**src/rtl/core/rdft_pkg.sv**
```systemverilog
// Shared types, constants and the twiddle table of the direct real-input DFT engine.
// Used by the loader, queue and engine modules of the block and by the top level.
// No dependencies.
`timescale 1ns / 1ps

package rdft_pkg;

    // Frame and datapath sizes
    localparam int FRAME_LENGTH = 64;
    localparam int IDX_W        = $clog2(FRAME_LENGTH);
    localparam int SAMPLE_W     = 16;
    localparam int STORE_DEPTH  = 2 * FRAME_LENGTH;
    localparam int ADDR_W       = $clog2(STORE_DEPTH);
    localparam int PROD_W       = 2 * SAMPLE_W;
    localparam int ACC_W        = 40;
    localparam int SCALE_SH     = IDX_W + 15;
    localparam int OUT_DATA_W   = 2 * SAMPLE_W;

    // Frame token queue between loader and engine
    localparam int QUEUE_DEPTH  = 2;
    localparam int QPTR_W       = $clog2(QUEUE_DEPTH);
    localparam int QCNT_W       = $clog2(QUEUE_DEPTH + 1);

    localparam logic [IDX_W-1:0] LAST_IDX = IDX_W'(FRAME_LENGTH - 1);

    // Fixed-point constants of the twiddle generator (Q2.30)
    localparam longint PI_Q30  = 64'sd3373259426;
    localparam longint ONE_Q30 = 64'sd1073741824;
    localparam longint Q15_MAX = 64'sd32767;
    localparam longint Q15_MIN = -64'sd32768;

    // Taylor term divisors for sine and cosine
    localparam longint SIN_DIV [1:8] = '{6, 20, 42, 72, 110, 156, 210, 272};
    localparam longint COS_DIV [1:8] = '{2, 12, 30, 56, 90, 132, 182, 240};

    typedef logic signed [SAMPLE_W-1:0] t_coef;

    typedef struct packed {
        t_coef cos_v;
        t_coef sin_v;
    } t_twid;

    typedef t_twid [FRAME_LENGTH-1:0] t_twid_tab;

    // Sample store write request from the loader
    typedef struct packed {
        logic                en;
        logic [ADDR_W-1:0]   addr;
        logic [SAMPLE_W-1:0] data;
    } t_ram_wr;

    // Sample store read request from the engine
    typedef struct packed {
        logic              en;
        logic [ADDR_W-1:0] addr;
    } t_ram_rd;

    typedef enum logic [1:0] {
        BK_IDLE,
        BK_RUN,
        BK_DRAIN
    } t_back_state;

    // Round a Q30 value to Q1.15, halves upward, then saturate
    function automatic longint q30_to_q15(longint v);
        longint biased;
        longint r;
        biased = v + 64'sd16384 + (64'sd1 <<< 40);
        if (biased < 0) begin
            biased = 0;
        end
        r = (biased >>> 15) - (64'sd1 <<< 25);
        if (r > Q15_MAX) begin
            r = Q15_MAX;
        end
        if (r < Q15_MIN) begin
            r = Q15_MIN;
        end
        return r;
    endfunction

    // Build the cosine/sine table over one turn, evaluated at elaboration
    function automatic t_twid_tab build_twid_tab();
        t_twid_tab tab;
        longint    a4;
        longint    quad;
        longint    rem;
        longint    x;
        longint    x2;
        longint    st;
        longint    ss;
        longint    ct;
        longint    cs;
        longint    c;
        longint    s;
        for (int m = 0; m < FRAME_LENGTH; m++) begin
            a4   = 4 * longint'(m);
            quad = (a4 / FRAME_LENGTH) & 3;
            rem  = a4 % FRAME_LENGTH;
            x    = (rem * PI_Q30 + FRAME_LENGTH) / (2 * FRAME_LENGTH);
            x2   = (x * x) >>> 30;
            st   = x;
            ss   = x;
            ct   = ONE_Q30;
            cs   = ONE_Q30;
            for (int i = 1; i <= 8; i++) begin
                st = ((st * x2) >>> 30) / SIN_DIV[i];
                ct = ((ct * x2) >>> 30) / COS_DIV[i];
                if ((i % 2) == 1) begin
                    ss = ss - st;
                    cs = cs - ct;
                end else begin
                    ss = ss + st;
                    cs = cs + ct;
                end
            end
            c = q30_to_q15(cs);
            s = q30_to_q15(ss);
            case (quad)
                0: begin
                    tab[m].cos_v = SAMPLE_W'(c);
                    tab[m].sin_v = SAMPLE_W'(s);
                end
                1: begin
                    tab[m].cos_v = SAMPLE_W'(-s);
                    tab[m].sin_v = SAMPLE_W'(c);
                end
                2: begin
                    tab[m].cos_v = SAMPLE_W'(-c);
                    tab[m].sin_v = SAMPLE_W'(-s);
                end
                default: begin
                    tab[m].cos_v = SAMPLE_W'(s);
                    tab[m].sin_v = SAMPLE_W'(-c);
                end
            endcase
        end
        return tab;
    endfunction

    localparam t_twid_tab TWID_TAB = build_twid_tab();

endpackage

```
**src/rtl/core/rdft_ram.sv**
```systemverilog
// Generic single-write, single-read RAM with registered read data.
// Stand-alone; no package dependency.
`timescale 1ns / 1ps

module rdft_ram #(
    parameter int WIDTH = 16,
    parameter int DEPTH = 128
) (
    input  logic                     i_clk,
    input  logic                     i_wr_en,
    input  logic [$clog2(DEPTH)-1:0] i_wr_addr,
    input  logic [WIDTH-1:0]         i_wr_data,
    input  logic                     i_rd_en,
    input  logic [$clog2(DEPTH)-1:0] i_rd_addr,
    output logic [WIDTH-1:0]         o_rd_data
);

    logic [WIDTH-1:0] r_mem [DEPTH];
    logic [WIDTH-1:0] r_rd_data;

    // Write port
    always_ff @(posedge i_clk) begin
        if (i_wr_en) begin
            r_mem[i_wr_addr] <= i_wr_data;
        end
    end

    // Registered read port
    always_ff @(posedge i_clk) begin
        if (i_rd_en) begin
            r_rd_data <= r_mem[i_rd_addr];
        end
    end

    assign o_rd_data = r_rd_data;

endmodule

```
**src/rtl/core/rdft_front.sv**
```systemverilog
// Sample loader: accepts samples into the current store bank and marks frame ends.
// Depends on rdft_pkg.
`timescale 1ns / 1ps

module rdft_front
    import rdft_pkg::*;
(
    input  logic                i_clk,
    input  logic                i_rst_n,
    input  logic                i_s_valid,
    output logic                o_s_ready,
    input  logic [SAMPLE_W-1:0] i_s_data,
    input  logic                i_q_full,
    output t_ram_wr             o_wr,
    output logic                o_push,
    output logic                o_push_tok
);

    logic             r_bank;
    logic             n_bank;
    logic [IDX_W-1:0] r_cnt;
    logic [IDX_W-1:0] n_cnt;
    logic             w_accept;
    logic             w_frame_end;

    // Hold off while both banks are owned by the engine
    assign o_s_ready   = !i_q_full;
    assign w_accept    = i_s_valid && !i_q_full;
    assign w_frame_end = (r_cnt == LAST_IDX);

    // Write each accepted sample into the bank being filled
    always_comb begin
        o_wr.en    = w_accept;
        o_wr.addr  = {r_bank, r_cnt};
        o_wr.data  = i_s_data;
        o_push     = w_accept && w_frame_end;
        o_push_tok = r_bank;
    end

    // Advance the fill position; swap banks at the end of a frame
    always_comb begin
        n_cnt  = r_cnt;
        n_bank = r_bank;
        if (w_accept) begin
            if (w_frame_end) begin
                n_cnt  = '0;
                n_bank = ~r_bank;
            end else begin
                n_cnt = r_cnt + 1'b1;
            end
        end
    end

    always_ff @(posedge i_clk) begin
        if (!i_rst_n) begin
            r_cnt  <= '0;
            r_bank <= 1'b0;
        end else begin
            r_cnt  <= n_cnt;
            r_bank <= n_bank;
        end
    end

endmodule

```
**src/rtl/core/rdft_queue.sv**
```systemverilog
// Two-entry queue of full-frame tokens (store bank) between loader and engine.
// Depends on rdft_pkg.
`timescale 1ns / 1ps

module rdft_queue
    import rdft_pkg::*;
(
    input  logic i_clk,
    input  logic i_rst_n,
    input  logic i_push,
    input  logic i_push_tok,
    output logic o_full,
    output logic o_valid,
    output logic o_head,
    input  logic i_pop
);

    logic              r_slot [QUEUE_DEPTH];
    logic [QPTR_W-1:0] r_wp;
    logic [QPTR_W-1:0] r_rp;
    logic [QCNT_W-1:0] r_cnt;
    logic [QCNT_W-1:0] n_cnt;

    assign o_full  = (r_cnt == QCNT_W'(QUEUE_DEPTH));
    assign o_valid = (r_cnt != '0);
    assign o_head  = r_slot[r_rp];

    // Track occupancy across simultaneous push and pop
    always_comb begin
        n_cnt = r_cnt;
        if (i_push && !i_pop) begin
            n_cnt = r_cnt + 1'b1;
        end else if (i_pop && !i_push) begin
            n_cnt = r_cnt - 1'b1;
        end
    end

    // Store tokens
    always_ff @(posedge i_clk) begin
        if (i_push) begin
            r_slot[r_wp] <= i_push_tok;
        end
    end

    always_ff @(posedge i_clk) begin
        if (!i_rst_n) begin
            r_wp  <= '0;
            r_rp  <= '0;
            r_cnt <= '0;
        end else begin
            r_cnt <= n_cnt;
            if (i_push) begin
                r_wp <= r_wp + 1'b1;
            end
            if (i_pop) begin
                r_rp <= r_rp + 1'b1;
            end
        end
    end

endmodule

```
**src/rtl/core/rdft_back.sv**
```systemverilog
// Transform engine: one complex multiply-accumulate per cycle over a stored frame,
// bin by bin, with a result hold stage and an output register. Depends on rdft_pkg.
`timescale 1ns / 1ps

module rdft_back
    import rdft_pkg::*;
(
    input  logic                  i_clk,
    input  logic                  i_rst_n,
    input  logic                  i_tok_valid,
    input  logic                  i_tok,
    output logic                  o_tok_pop,
    output t_ram_rd               o_rd,
    input  logic [SAMPLE_W-1:0]   i_rd_data,
    output logic                  o_m_valid,
    input  logic                  i_m_ready,
    output logic [OUT_DATA_W-1:0] o_m_data,
    output logic [IDX_W-1:0]      o_m_bin,
    output logic                  o_m_last
);

    t_back_state r_state;
    t_back_state n_state;
    logic [IDX_W-1:0] r_k;
    logic [IDX_W-1:0] n_k;
    logic [IDX_W-1:0] r_n;
    logic [IDX_W-1:0] n_n;
    logic [IDX_W-1:0] r_m;
    logic [IDX_W-1:0] n_m;
    logic             w_issue;

    // Pipeline stage 1: sample read and twiddle
    logic  r_v1;
    logic  r_last1;
    t_coef r_cos1;
    t_coef r_sin1;

    // Pipeline stage 2: products
    logic                     r_v2;
    logic                     r_last2;
    logic signed [PROD_W-1:0] r_pre;
    logic signed [PROD_W-1:0] r_pim;

    // Accumulators and hold stage
    logic signed [ACC_W-1:0] r_acc_re;
    logic signed [ACC_W-1:0] r_acc_im;
    logic signed [ACC_W-1:0] w_sum_re;
    logic signed [ACC_W-1:0] w_sum_im;
    logic                    r_fin_v;
    logic signed [ACC_W-1:0] r_fin_re;
    logic signed [ACC_W-1:0] r_fin_im;
    logic [IDX_W-1:0]        r_fin_k;

    // Output register
    logic             r_out_v;
    t_coef            r_out_re;
    t_coef            r_out_im;
    logic [IDX_W-1:0] r_out_k;
    logic             w_move;
    logic             w_pipe_empty;

    // Divide by the frame scale toward minus infinity, then saturate
    function automatic t_coef scale_down(logic signed [ACC_W-1:0] v);
        logic signed [ACC_W-1:0] sh;
        sh = v >>> SCALE_SH;
        if (sh > ACC_W'(Q15_MAX)) begin
            return t_coef'(Q15_MAX);
        end else if (sh < ACC_W'(Q15_MIN)) begin
            return t_coef'(Q15_MIN);
        end else begin
            return sh[SAMPLE_W-1:0];
        end
    endfunction

    assign w_pipe_empty = !r_v1 && !r_v2 && !r_fin_v;

    // Sequencer: next state, counters and read request
    always_comb begin
        n_state   = r_state;
        n_k       = r_k;
        n_n       = r_n;
        n_m       = r_m;
        w_issue   = 1'b0;
        o_tok_pop = 1'b0;
        case (r_state)
            BK_IDLE: begin
                if (i_tok_valid) begin
                    n_state = BK_RUN;
                    n_n     = '0;
                    n_m     = '0;
                end
            end
            BK_RUN: begin
                w_issue = 1'b1;
                n_n     = r_n + 1'b1;
                n_m     = r_m + r_k;
                if (r_n == LAST_IDX) begin
                    n_state = BK_DRAIN;
                    // Release the bank once its last sample has been read
                    if (r_k == LAST_IDX) begin
                        o_tok_pop = 1'b1;
                    end
                end
            end
            BK_DRAIN: begin
                if (w_pipe_empty) begin
                    n_n = '0;
                    n_m = '0;
                    if (r_k == LAST_IDX) begin
                        n_k     = '0;
                        n_state = BK_IDLE;
                    end else begin
                        n_k     = r_k + 1'b1;
                        n_state = BK_RUN;
                    end
                end
            end
            default: begin
                n_state = BK_IDLE;
            end
        endcase
        o_rd.en   = w_issue;
        o_rd.addr = {i_tok, r_n};
    end

    always_ff @(posedge i_clk) begin
        if (!i_rst_n) begin
            r_state <= BK_IDLE;
            r_k     <= '0;
            r_n     <= '0;
            r_m     <= '0;
        end else begin
            r_state <= n_state;
            r_k     <= n_k;
            r_n     <= n_n;
            r_m     <= n_m;
        end
    end

    // Stage 1: look up the twiddle beside the sample read
    always_ff @(posedge i_clk) begin
        if (!i_rst_n) begin
            r_v1 <= 1'b0;
        end else begin
            r_v1 <= w_issue;
        end
        r_last1 <= (r_n == LAST_IDX);
        r_cos1  <= TWID_TAB[r_m].cos_v;
        r_sin1  <= TWID_TAB[r_m].sin_v;
    end

    // Stage 2: multiply
    always_ff @(posedge i_clk) begin
        if (!i_rst_n) begin
            r_v2 <= 1'b0;
        end else begin
            r_v2 <= r_v1;
        end
        r_last2 <= r_last1;
        r_pre   <= $signed(i_rd_data) * r_cos1;
        r_pim   <= $signed(i_rd_data) * r_sin1;
    end

    // Stage 3: accumulate; real adds x*cos, imaginary subtracts x*sin
    assign w_sum_re = r_acc_re + {{(ACC_W-PROD_W){r_pre[PROD_W-1]}}, r_pre};
    assign w_sum_im = r_acc_im - {{(ACC_W-PROD_W){r_pim[PROD_W-1]}}, r_pim};

    assign w_move = r_fin_v && (!r_out_v || i_m_ready);

    always_ff @(posedge i_clk) begin
        if (!i_rst_n) begin
            r_acc_re <= '0;
            r_acc_im <= '0;
            r_fin_v  <= 1'b0;
        end else begin
            if (r_v2) begin
                if (r_last2) begin
                    r_acc_re <= '0;
                    r_acc_im <= '0;
                end else begin
                    r_acc_re <= w_sum_re;
                    r_acc_im <= w_sum_im;
                end
            end
            r_fin_v <= (r_fin_v && !w_move) || (r_v2 && r_last2);
        end
        if (r_v2 && r_last2) begin
            r_fin_re <= w_sum_re;
            r_fin_im <= w_sum_im;
            r_fin_k  <= r_k;
        end
    end

    // Output register: scale the held sums on the way in
    always_ff @(posedge i_clk) begin
        if (!i_rst_n) begin
            r_out_v <= 1'b0;
        end else if (w_move) begin
            r_out_v <= 1'b1;
        end else if (i_m_ready) begin
            r_out_v <= 1'b0;
        end
        if (w_move) begin
            r_out_re <= scale_down(r_fin_re);
            r_out_im <= scale_down(r_fin_im);
            r_out_k  <= r_fin_k;
        end
    end

    assign o_m_valid = r_out_v;
    assign o_m_data  = {r_out_im, r_out_re};
    assign o_m_bin   = r_out_k;
    assign o_m_last  = (r_out_k == LAST_IDX);

endmodule

```
**src/rtl/core/real_dft_engine.sv**
```systemverilog
// Top level of the direct real-input DFT engine: loader, frame queue, engine, store.
// Depends on rdft_pkg, rdft_ram, rdft_front, rdft_queue and rdft_back.
`timescale 1ns / 1ps

// Takes frames of 64 signed 16-bit samples, one per accepted request, and for each
// frame returns 64 requests, one per bin k in order, carrying (1/64) times the DFT
// sum with the usual negative exponent: real part in tdata[15:0], imaginary part in
// tdata[31:16], k in tuser and tlast on bin 63. The sample store holds two frames,
// so a new frame loads at one sample per cycle while the previous one is being
// transformed; the loader stalls only when both banks are waiting for the engine.
// The engine has one complex multiply-accumulate fed by one read port of the store,
// so each bin is worked out as 64 reads followed by a pipeline drain and hand-off of
// its result, one bin after another; a new bin starts only after the previous one
// has left the hold stage.
module real_dft_engine
    import rdft_pkg::*;
(
    input  logic                  i_clk,
    input  logic                  i_rst_n,
    input  logic                  s_axis_tvalid,
    output logic                  s_axis_tready,
    input  logic [SAMPLE_W-1:0]   s_axis_tdata,   // [15:0] sample
    output logic                  m_axis_tvalid,
    input  logic                  m_axis_tready,
    output logic [OUT_DATA_W-1:0] m_axis_tdata,   // [15:0] real_part, [31:16] imag_part
    output logic [IDX_W-1:0]      m_axis_tuser,   // [5:0] bin_index
    output logic                  m_axis_tlast
);

    t_ram_wr             w_wr;
    t_ram_rd             w_rd;
    logic [SAMPLE_W-1:0] w_rd_data;
    logic                w_push;
    logic                w_push_tok;
    logic                w_q_full;
    logic                w_tok_valid;
    logic                w_tok;
    logic                w_pop;

    rdft_front u_front (
        .i_clk      (i_clk),
        .i_rst_n    (i_rst_n),
        .i_s_valid  (s_axis_tvalid),
        .o_s_ready  (s_axis_tready),
        .i_s_data   (s_axis_tdata),
        .i_q_full   (w_q_full),
        .o_wr       (w_wr),
        .o_push     (w_push),
        .o_push_tok (w_push_tok)
    );

    rdft_queue u_queue (
        .i_clk      (i_clk),
        .i_rst_n    (i_rst_n),
        .i_push     (w_push),
        .i_push_tok (w_push_tok),
        .o_full     (w_q_full),
        .o_valid    (w_tok_valid),
        .o_head     (w_tok),
        .i_pop      (w_pop)
    );

    rdft_ram #(
        .WIDTH (SAMPLE_W),
        .DEPTH (STORE_DEPTH)
    ) u_store (
        .i_clk     (i_clk),
        .i_wr_en   (w_wr.en),
        .i_wr_addr (w_wr.addr),
        .i_wr_data (w_wr.data),
        .i_rd_en   (w_rd.en),
        .i_rd_addr (w_rd.addr),
        .o_rd_data (w_rd_data)
    );

    rdft_back u_back (
        .i_clk       (i_clk),
        .i_rst_n     (i_rst_n),
        .i_tok_valid (w_tok_valid),
        .i_tok       (w_tok),
        .o_tok_pop   (w_pop),
        .o_rd        (w_rd),
        .i_rd_data   (w_rd_data),
        .o_m_valid   (m_axis_tvalid),
        .i_m_ready   (m_axis_tready),
        .o_m_data    (m_axis_tdata),
        .o_m_bin     (m_axis_tuser),
        .o_m_last    (m_axis_tlast)
    );

`ifndef SYNTH
    // A finished frame always finds a free queue slot
    a_no_overflow: assert property (@(posedge i_clk) disable iff (!i_rst_n)
        w_push |-> !w_q_full)
        else $error("frame token pushed into a full queue");

    // The engine releases only a bank it holds
    a_pop_held: assert property (@(posedge i_clk) disable iff (!i_rst_n)
        w_pop |-> w_tok_valid)
        else $error("frame token released from an empty queue");

    // Loading and transforming never touch the same bank in one cycle
    a_bank_apart: assert property (@(posedge i_clk) disable iff (!i_rst_n)
        (w_wr.en && w_rd.en) |-> (w_wr.addr[ADDR_W-1] != w_rd.addr[ADDR_W-1]))
        else $error("sample write into the bank under transform");

    // Bin 0 follows the last bin of a frame once it is taken
    a_bin_order: assert property (@(posedge i_clk) disable iff (!i_rst_n)
        (m_axis_tvalid && m_axis_tready && m_axis_tlast) ##1 m_axis_tvalid
        |-> (m_axis_tuser == '0) || !$changed(m_axis_tuser))
        else $error("frame did not restart at bin zero");
`endif

endmodule

```
**config.mk**
```make
export PLATFORM = sky130hd
export DESIGN_NAME = real_dft_engine
export DESIGN_NICKNAME = d
export VERILOG_FILES = /design/src/rtl/core/rdft_pkg.sv /design/src/rtl/core/rdft_ram.sv /design/src/rtl/core/rdft_front.sv /design/src/rtl/core/rdft_queue.sv /design/src/rtl/core/rdft_back.sv /design/src/rtl/core/real_dft_engine.sv
export SDC_FILE = /design/constraint.sdc
export NUM_CORES = 2
export LEC_CHECK = 0
export ABC_AREA = 1
export BUFFER_PORTS_ARGS = -buffer_cell sky130_fd_sc_hd__buf_2
export CELL_PAD_IN_SITES_DETAIL_PLACEMENT = 1
export CELL_PAD_IN_SITES_GLOBAL_PLACEMENT = 2
export CORE_MARGIN = 2
export CORE_UTILIZATION = 43
export CTS_BUF_LIST = sky130_fd_sc_hd__clkbuf_16
export DETAILED_ROUTE_END_ITERATION = 12
export PLACE_DENSITY_LB_ADDON = 0.1
export SLEW_MARGIN = 10
export SYNTH_ARGS = -nofsm -noshare
export SYNTH_HDL_FRONTEND = slang
export SYNTH_HIERARCHICAL = 1
export SYNTH_SLANG_ARGS = --single-unit
```
**constraint.sdc**
```tcl
create_clock -name i_clk -period 6.9 [get_ports i_clk]
set_clock_uncertainty 0.05 [all_clocks]
set_input_delay 1.035 -clock i_clk [delete_from_list [all_inputs] [get_ports i_clk]]
set_output_delay 1.035 -clock i_clk [all_outputs]
set_load 0.05 [all_outputs]
```
==> results_dict.tcl <==
set metrics [dict create \
    relSlewSlack_pct 17.5 \
    cts_max_level 5 \
    cts-hold-fix-buffers 0 \
    rsz0062_at_grt "no" \
    p_clk_share_pct 46.4 \
    fp-row-count 195 \
    place_congestion 0.860 \
    post_drt_wl_per_cell_um 24.5 \
    ys_seq_area_share_pct 56.6 \
    path_clk_slew_ns 0.05 \
    end_kind "flip-flop" \
    yosysMostFrequentCell "nand2_1" \
    area_growth_pct 10.4 \
    vias 87161 \
    synth_nets 12875 \
    power_density_nw_per_um2 223 \
    cts_max_path_buffers 4 \
    vias_per_cell 5.46 \
    yosysTopAreaCell "edfxtp_1" \
    ys_top_cells_by_count "3643 x nand2_1, 2148 x edfxtp_1, 2145 x nand3_1" \
    die_w_um 536 \
    worstPathMaxFanout 16 \
    worstMarginPinSlew_ns 1.24 \
    syn_inst 12066 \
    postCtsSetupBuffers 0 \
    io_buffers 60 \
    drc_errors 0 \
    design.die.area_sq_um 287000 \
    yosys.cell_types.count 60 \
    power_switching_mw 6.39 \
    antenna_found_initial 9 \
    cp.required_ns 7.58 \
    numCtsBuffers 271 \
    hp-class "flip-flop to flip-flop" \
    synth_edf_count 2148 \
    synth_area_sq_um 122000 \
    fin_crit_ns 6.53 \
    layoutNonFillerInstCount 15963 \
    status "finished clean" \
    synth.avg_cell_area_sq_um 10.1 \
    tritoncts "yes" \
    cts-root-buf "clkbuf_16" \
    synth_top_flop_cell "edfxtp_1" \
    setup_viol 0 \
    place_ws_ns 0.393 \
    place_inst 15487 \
    grt_pass1_wl_mm 588 \
    cts.sinks 2362 \
    drive_gt1_share_pct 6.64 \
    cp-start-kind "flip-flop" \
    vdd_drop_max_mv 0.257 \
    pwr-share-seq_pct 52.3 \
    hpwl_mm 249 \
    boundaryPins 61 \
    initial_core_util_pct 43.2 \
    synth_area_leaders "edfxtp_1 53%, nand2_1 11%, nand3_1 8.8%" \
    grt_overflow_total 0 \
    combinationalPowerShare_pct 1.3 \
    timing.final.crit_share_pct 94.7 \
    crit_type "flip-flop to flip-flop" \
    leakage_nw 54.9 \
    nets 12826 \
    synth_top_cell_area_share_pct 53.1 \
    cts_resized 0 \
    wl_mm 391 \
    cellInternalPower_mw 23.5 \
    worst_slack_ns 0.369 \
    ant_nets 0 \
    async_reset_ff_share_pct 0 \
    arrival_ns 7.21 \
    dieHeight_um 536 \
    yosys_register_bits 2362 \
    clk_latency_ns 0.90 \
    drt_iter0_drc 6392 \
    multi_input_area_sq_um 44600 \
    fillers 30800 \
    holdWs_ns 0.280 \
    setup_tns_ns 0 \
    finalPower_mw 29.9 \
    gr-usage-all-layers_pct 27.2 \
    core_sq_um 282000 \
    max_freq_mhz 153 \
    grt_pass1_vias 92558 \
    grt_max_degree 153 \
    first_pass_iters 8 \
    slew_viol_final 0 \
    finalHoldViolCount 0 \
    maxCapViolCount 0 \
    seqCellArea_sq_um 68800 \
    swShare_pct 21.4 \
    yosys_warnings 6 \
]
-- state kept, by name (all words and copies together), names as in the netlist, 19 cells and up, named ones only --
name,flops
u_back/r_acc_im,40
u_store/r_mem,2048
u_back/r_pim,32
u_back/r_fin_im,19
u_back/r_fin_re,19
u_back/r_pre,32
u_back/r_acc_re,40
-- power by group through the flow --
stage               Clock [mW]  Sequential, mW  Combinational, mW
finish                    13.8            15.6              0.393
global placement             0            15.9              0.381
global route              14.6            15.6              0.413
detailed placement           0            15.9              0.395
CTS                       14.1            15.6              0.396
floorplan                    0            15.9              0.153
-- layout make-up --
type | count | share of cell area (%)
Inverter | 1318 | 3.71
Sequential cell | 2362 | 51.3
Multi-Input combinational cell | 7747 | 33.3
Tap cell | 3743 | 3.49
Timing Repair Buffer | 317 | 1.96
Clock buffer | 274 | 5.11
Clock inverter | 194 | 1.15
Antenna cell | 8 | 0.0149
-- placed cells by master, fill, tap and decap left out, drive strengths merged, types with 15 or more instances in the layout --
cell	synthesis	routed
buf	413	317
clkinv	5	111
dfxtp	214	214
nor3	26	26
inv	1313	1382
nor2	443	443
o22ai	17	17
bufinv	0	15
and2	36	36
nand2	3668	3668
o21bai	16	16
clkbuf	224	274
ha	262	262
nand4	49	49
a21oi	251	251
xnor2	34	34
xor2	46	46
nand3b	32	32
nand3	2154	2154
o21ai	120	120
edfxtp	2148	2148
fa	527	527
-- per-layer routing --
layer | up-vias | share of wire [%] | global-route usage, % | wire length (um)
li1 | 39808 | - | - | -
met4 | 2 | 3.9 | 9.93 | 15200
met5 | - | 0.0033 | 0 | 13
met1 | 44724 | 43 | 35.9 | 167000
met2 | 2037 | 49 | 46.3 | 191000
met3 | 590 | 4.6 | 2.95 | 18000
-- critical path, stage by stage (launching register included) --
cell and delay [ns]:
edfxtp_1 0.71, buf_4 0.34, nand2_1 0.12, inv_1 0.17, fa_1 0.55, fa_1 0.86
fa_1 0.53, fa_1 0.51, fa_1 0.49, inv_1 0.05, fa_1 0.47, inv_1 0.04
ha_1 0.35, nand2_1 0.17, nor3_2 0.36, nand4_1 0.17, nand3_1 0.19, a21oi_1 0.11
xnor2_1 0.13
-- metrics by stage --
step / area (sq um) / utilization [%]
after floorplan: 122000 / -
after global placement: 126000 / 44.6
after detailed placement: 126000 / 44.6
after CTS: 134000 / 47.6
after global routing: 134000 / 47.6
final: 134000 / 47.6
-- worst paths after layout --
kind	endpoint	cells after the start	startpoint	slack, ns
max	u_back/r_pim[27]	18	u_store/o_rd_data[15]	0.37
min	u_back/r_last2	0	u_back/r_last1	0.28
max reg2reg	u_back/r_pim[27]	18	u_store/o_rd_data[15]	0.37
min reg2reg	u_back/r_last2	0	u_back/r_last1	0.28
-- cells by family after synthesis --
group	synth area share, %
multiplexers	0.00927
buffers and inverters	6.74
flip-flops	56.6
AND/OR/NAND/NOR	22.6
adder cells (fa/ha/maj)	11.4
XOR/XNOR	0.583
AO/OA/AOI/OAI	2.12
Note: power is estimated with default switching activity, not from simulation.
